<file path="src/hdl/uapq_pkg.sv">
// Package of the unsorted array priority queue: sizes, codes, state and result types.
// Depends on nothing; the top level, the sequencer and the checker import it.
`default_nettype none

package uapq_pkg;

    localparam int CAPACITY    = 1024;
    localparam int ADDR_W      = $clog2(CAPACITY);
    localparam int CNT_W       = $clog2(CAPACITY + 1);
    localparam int DATA_W      = 32;
    localparam int ENTRY_W     = 2 * DATA_W;
    localparam int CMD_W       = 2;
    localparam int STS_W       = 2;
    localparam int COUNT_OUT_W = 11;
    localparam int IN_TDATA_W  = ((2 * DATA_W + 7) / 8) * 8;
    localparam int OUT_FIELD_W = 2 * DATA_W + COUNT_OUT_W + 2;
    localparam int OUT_TDATA_W = ((OUT_FIELD_W + 7) / 8) * 8;

    localparam logic [CMD_W-1:0] CMD_ENQUEUE = 2'd0;
    localparam logic [CMD_W-1:0] CMD_DEQUEUE = 2'd1;

    localparam logic [STS_W-1:0] STS_OK    = 2'd0;
    localparam logic [STS_W-1:0] STS_FULL  = 2'd1;
    localparam logic [STS_W-1:0] STS_EMPTY = 2'd2;

    typedef enum logic [2:0] {
        S_IDLE,
        S_EXEC,
        S_SCAN,
        S_LAST,
        S_WB,
        S_RESULT
    } t_state;

    typedef struct packed {
        logic [STS_W-1:0]       status;
        logic [DATA_W-1:0]      value;
        logic [DATA_W-1:0]      prio;
        logic [COUNT_OUT_W-1:0] count;
        logic                   full;
        logic                   empty;
    } t_result;

    // Low bits of the entry count as they appear in the result field.
    function automatic logic [COUNT_OUT_W-1:0] count_field(input logic [CNT_W-1:0] c);
        logic [CNT_W+COUNT_OUT_W-1:0] wide;
        wide = {{COUNT_OUT_W{1'b0}}, c};
        return wide[COUNT_OUT_W-1:0];
    endfunction

endpackage

`default_nettype wire

</file>
<file path="src/hdl/uapq_ctrl.sv">
// Sequencer of the priority queue: command decode, entry count, scan for the best
// entry and write-back of the removal. Depends on uapq_pkg; drives the entry RAM.
`default_nettype none

module uapq_ctrl (
    input  wire logic                          i_clk,
    input  wire logic                          i_rst_n,
    input  wire logic                          i_in_valid,
    output logic                               o_in_ready,
    input  wire logic [uapq_pkg::CMD_W-1:0]    i_cmd,
    input  wire logic [uapq_pkg::DATA_W-1:0]   i_value,
    input  wire logic [uapq_pkg::DATA_W-1:0]   i_prio,
    output logic                               o_res_valid,
    input  wire logic                          i_res_ready,
    output uapq_pkg::t_result                  o_res,
    output logic                               o_wr_en,
    output logic [uapq_pkg::ADDR_W-1:0]        o_wr_addr,
    output logic [uapq_pkg::ENTRY_W-1:0]       o_wr_data,
    output logic                               o_rd_en,
    output logic [uapq_pkg::ADDR_W-1:0]        o_rd_addr,
    input  wire logic [uapq_pkg::ENTRY_W-1:0]  i_rd_data
);
    import uapq_pkg::*;

    t_state              r_state, n_state;
    logic [CNT_W-1:0]    r_count, n_count;
    logic                r_rd_pending;
    logic [CMD_W-1:0]    r_cmd;
    logic [DATA_W-1:0]   r_val, r_pri;
    logic [STS_W-1:0]    r_status, n_status;
    logic [ADDR_W-1:0]   r_addr, r_rd_addr, r_best_idx;
    logic [DATA_W-1:0]   r_best_val, r_best_pri;

    logic                in_accept;
    logic                is_full, is_empty;
    logic [CNT_W-1:0]    last_cnt;
    logic                scan_end;
    logic [DATA_W-1:0]   rd_val, rd_pri;
    logic                take;

    assign in_accept = i_in_valid && o_in_ready;
    assign is_full   = (r_count == CNT_W'(CAPACITY));
    assign is_empty  = (r_count == '0);
    assign last_cnt  = r_count - CNT_W'(1);
    assign scan_end  = (r_addr == last_cnt[ADDR_W-1:0]);
    assign rd_val    = i_rd_data[DATA_W-1:0];
    assign rd_pri    = i_rd_data[ENTRY_W-1:DATA_W];

    // The first entry seeds the running best; later ones replace it on a larger
    // priority, or on an equal priority with a larger value.
    assign take = (r_rd_addr == '0)
               || ($signed(rd_pri) > $signed(r_best_pri))
               || ((rd_pri == r_best_pri) && ($signed(rd_val) > $signed(r_best_val)));

    always_comb begin
        n_state = r_state;
        case (r_state)
            S_IDLE: begin
                if (in_accept) begin
                    n_state = S_EXEC;
                end
            end
            S_EXEC: begin
                if (r_cmd == CMD_DEQUEUE && !is_empty) begin
                    n_state = S_SCAN;
                end else begin
                    n_state = S_RESULT;
                end
            end
            S_SCAN: begin
                if (scan_end) begin
                    n_state = S_LAST;
                end
            end
            S_LAST: begin
                n_state = S_WB;
            end
            S_WB: begin
                n_state = S_RESULT;
            end
            S_RESULT: begin
                if (i_res_ready) begin
                    n_state = S_IDLE;
                end
            end
            default: begin
                n_state = S_IDLE;
            end
        endcase
    end

    always_comb begin
        n_count  = r_count;
        n_status = STS_OK;
        case (r_cmd)
            CMD_ENQUEUE: begin
                if (is_full) begin
                    n_status = STS_FULL;
                end
            end
            CMD_DEQUEUE: begin
                if (is_empty) begin
                    n_status = STS_EMPTY;
                end
            end
            default: begin
                n_status = STS_OK;
            end
        endcase
        if (r_state == S_EXEC && r_cmd == CMD_ENQUEUE && !is_full) begin
            n_count = r_count + CNT_W'(1);
        end else if (r_state == S_WB) begin
            n_count = last_cnt;
        end
    end

    always_comb begin
        o_in_ready  = (r_state == S_IDLE);
        o_rd_en     = (r_state == S_SCAN);
        o_rd_addr   = r_addr;
        o_res_valid = (r_state == S_RESULT);
        o_wr_en     = 1'b0;
        o_wr_addr   = r_count[ADDR_W-1:0];
        o_wr_data   = {r_pri, r_val};
        if (r_state == S_EXEC && r_cmd == CMD_ENQUEUE && !is_full) begin
            o_wr_en = 1'b1;
        end else if (r_state == S_WB) begin
            // The read data register still holds the last entry, which fills the hole.
            o_wr_en   = 1'b1;
            o_wr_addr = r_best_idx;
            o_wr_data = i_rd_data;
        end
        o_res.status = r_status;
        o_res.value  = r_best_val;
        o_res.prio   = r_best_pri;
        o_res.count  = count_field(r_count);
        o_res.full   = is_full;
        o_res.empty  = is_empty;
    end

    always_ff @(posedge i_clk) begin
        if (!i_rst_n) begin
            r_state      <= S_IDLE;
            r_count      <= '0;
            r_rd_pending <= 1'b0;
        end else begin
            r_state      <= n_state;
            r_count      <= n_count;
            r_rd_pending <= o_rd_en;
        end
    end

    always_ff @(posedge i_clk) begin
        if (in_accept) begin
            r_cmd <= i_cmd;
            r_val <= i_value;
            r_pri <= i_prio;
        end
        if (r_state == S_EXEC) begin
            r_status   <= n_status;
            r_addr     <= '0;
            r_best_val <= '0;
            r_best_pri <= '0;
        end
        if (o_rd_en) begin
            r_addr    <= r_addr + ADDR_W'(1);
            r_rd_addr <= r_addr;
        end
        if (r_rd_pending && take) begin
            r_best_idx <= r_rd_addr;
            r_best_val <= rd_val;
            r_best_pri <= rd_pri;
        end
    end

endmodule

`default_nettype wire

</file>
<file path="config.mk">
export PLATFORM = sky130hd
export DESIGN_NAME = uapq_ctrl
export DESIGN_NICKNAME = d
export VERILOG_FILES = /design/src/hdl/uapq_pkg.sv /design/src/hdl/uapq_ctrl.sv
export SDC_FILE = /design/constraint.sdc
export NUM_CORES = 1
export LEC_CHECK = 0
export BUFFER_PORTS_ARGS = -buffer_cell sky130_fd_sc_hd__buf_2
export CORE_MARGIN = 1.5
export CORE_UTILIZATION = 40
export DETAILED_ROUTE_END_ITERATION = 8
export PLACE_DENSITY = 0.71
export SKIP_CTS_REPAIR_TIMING = 1
export SLEW_MARGIN = 20
export SYNTH_ARGS = -nofsm -noshare
export SYNTH_HDL_FRONTEND = slang
export SYNTH_SLANG_ARGS = --single-unit
</file>
<file path="constraint.sdc">
create_clock -name i_clk -period 5.2 [get_ports i_clk]
set_input_delay 0 -clock i_clk [delete_from_list [all_inputs] [get_ports i_clk]]
set_output_delay 0 -clock i_clk [all_outputs]
set_load 0.02 [all_outputs]
</file>
==> results.toml <==
[run_status]
status = "finished clean"

[synthesis]
synth_cell_type_count = 60
seq_area_frac_synth_pct = 54.2
synth_top_cell_by_area = "edfxtp_1"
ys_top_cells_by_count = "304 x nand2_1, 162 x edfxtp_1, 96 x a21oi_1, 73 x inv_1, 67 x ha_1"
ys_warn_count = 0
synth_edf_count = 162
synth_area_leaders = "edfxtp_1 51%, nand2_1 12%, ha_1 8.8%, a21oi_1 5.0%, dfxtp_1 3.2%"
syn_inst = 969
ys_seq_elements = 177
synthArstFlopShare_pct = 0
synth_top_cell_area_share_pct = 51.1
synth.most_common_cell = "nand2_1"
synth.avg_cell_area_um2 = 9.83
syn-cell-area_um2 = 9530
syn_nets = 1170
synth_ff_type = "edfxtp_1"

[die]
num_rows = 56
io_pins = 301
start_util_pct = 40.7
dieWidth_um = 157
die_h_um = 157
core_area_um2 = 23400
die-area_um2 = 24800

[global_route]
antenna_found_initial = 1
use_met2_pct = 35.2
grt-ovfl-total = 0
grt_pass1_wl_um = 39300
grt_pass1_vias = 7430
use_met1_pct = 25.3
grt_usage_pct = 20.6
grt_max_degree = 67
top_usage_layer = "met2"
met3_usage_pct = 5.15

[critical_path]
critPathMaxFanout = 52
crit_arrival_ps = 3880
cpMostUsedCell = "nand3_1"
cp-end-kind = "flop"
cp_top_family = "simple AND/OR/NAND/NOR gates"
crit_chain = "inv_1, ha_1, nand4_1, nor4_1, nand3_1, nand3_1, o22ai_1, nor3_2, buf_4, a21oi_1"
critical-path-slowest-cell = "nor3_2"
reg2reg_slack_ps = 1470
crit_path_max_incr_delay_ps = 820
crit_buf_inv = 2
critPathKind = "reg2reg"
cp-start-kind = "flop"
required_ps = 5350

[pwr]
combPwrFrac_pct = 37.5
pwr-share-seq_pct = 37.7
sw_frac_of_total_pct = 38.5
pwr-share-clk_pct = 24.9
peakVddDrop_v = 0.000331
leakage_nw = 5.85
p_sw_mw = 2.03
powerDensity_nw_per_um2 = 399
totalPowerFinal_mw = 5.27
intPower_mw = 3.24

[timing]
skew_ps = 12.3
worstMarginPinSlew_ps = 1020
rsz0062_at_grt = "no"
final_max_slew_viol_count = 0
fin_crit_ps = 3730
finalCritPeriodShare_pct = 71.7
maxSlewHeadroom_pct = 31.9
setup_slack_ps = 1470
hold_violations = 0
setup_viol = 0
max_freq_ghz = 0.268

[clocking]
clk-insertion-delay-late_ps = 430
numClockSinks = 177
cts_tree = "done"
cts_max_level = 4
root_buffer = "clkbuf_16"
path_clk_slew_ps = 70
cts_buffer_depth = 2
numCtsBuffers = 17

[placement]
dpl.hpwl_um = 19000
gp_congestion = 0.894
dpl-instance-area_um2 = 11300
io_buffer_count = 300
place_ws_ps = 1450

[route]
drtPass1Iterations = 5
drt_wl_total_um = 28500
final_antenna_net_count = 0
vias = 8558
viasPerCell = 5.01
drt_iter0_drc = 623
drc = 0
wl_per_cell_um = 16.7

[cells_and_area]
postLayoutCoreUtil_pct = 56.3
drive_above_1_share_pct = 26.1
syn2layout_area_growth_pct = 38.4
antenna_cells = 0
finalInstanceArea_um2 = 13200
nets = 1577

[job]
max-cap-violations = 0

[hold_path]
hold_class = "in2reg"
## stage by stage
| stage | hold WS [ps] | TNS, ps | instances |
|---|---|---|---|
| 3_3_place_gp | 176 | 0 | 1545 |
| 5_1_grt | 30.0 | 0 | 1708 |
| 6_report | 17.6 | 0 | 1708 |
| 2_1_floorplan | 98.9 | -17480 | 969 |
| 3_5_place_dp | 178 | 0 | 1545 |
| 4_1_cts | -285 | 0 | 1577 |
## sequential cells by signal (all words and copies together), names as in the netlist, 2 cells and up
| signal | flops |
|---|---|
| r_count | 11 |
| r_val | 32 |
| r_state | 3 |
| r_rd_addr | 10 |
| r_best_pri | 32 |
| r_status | 2 |
| r_pri | 32 |
| r_best_idx | 10 |
| r_best_val | 32 |
| r_cmd | 2 |
| o_rd_addr | 10 |
## worst register-to-register path, cell delays in order (launching register included)
cell and delay, ps:
edfxtp_1 340, inv_1 50, ha_1 330, nand4_1 180, nor4_1 510, nand3_1 190, nand3_1 140, o22ai_1 80
nor3_2 820, buf_4 640, a21oi_1 160
## power groups by stage
stage	logic, mW	registers (mW)	clock network [mW]
4_1_cts	1.89	1.98	1.34
3_3_place_gp	1.85	2.00	0
6_report	1.97	1.98	1.31
2_1_floorplan	1.17	2.12	0
5_1_grt	2.15	2.01	1.39
3_5_place_dp	1.88	2.01	0
## final timing paths
| check | from | endpoint | cells past startpoint |
|---|---|---|---|
| hold / removal | i_rd_data[32] | r_best_pri[0] | 3 |
| hold reg to reg | r_rd_addr[5] | r_best_idx[5] | 0 |
| setup / recovery | r_best_val[31] | r_best_val[7] | 10 |
| setup reg to reg | r_best_val[31] | r_best_val[7] | 10 |
## layout make-up
cell class | instances | area (µm²)
fill | 1988 | 10200
sequential | 177 | 5170
multi-input combinational | 667 | 3870
timing repair buffer | 439 | 2870
clock buffer | 21 | 482
tap | 319 | 399
inverter | 74 | 278
clock inverter | 11 | 115
## layout by cell type, fill, tap and decap left out, drive strengths merged, types with 2 or more instances in the layout
cell,Yosys,layout
a2111oi,2,2
a211oi,4,4
a21o,2,2
a21oi,96,96
a22oi,2,2
a31oi,2,2
and2,11,11
and3,4,4
buf,21,308
clkbuf,30,21
clkinv,0,3
dfxtp,15,15
dlygate4sd3,0,131
edfxtp,162,162
ha,67,67
inv,74,81
mux2,2,2
nand2,304,304
nand2b,4,4
nand3,20,20
nand4,21,21
nor2,24,24
nor2b,4,4
nor3,7,7
nor4,7,7
o211ai,5,5
o21a,4,4
o21ai,16,16
o22ai,3,3
o31ai,3,3
or4,4,4
xnor2,15,15
xor2,17,17
## metal layers
layer,wire [µm],part of all wire [%]
met1,11800,41
met2,14000,49
met3,1830,6.4
met4,855,3.0
met5,0,0
## cell families after synthesis
group                      share of synthesized area (%)
AOI/OAI and AO/OA                                   9.31
xor gates and xnor gates                            2.94
adders and majority gates                           8.80
buffers and inverters                               5.62
DFF                                                 54.2
muxes                                              0.236
and+or+nand+nor                                     18.9
Note: power is estimated with default switching activity, not from simulation.
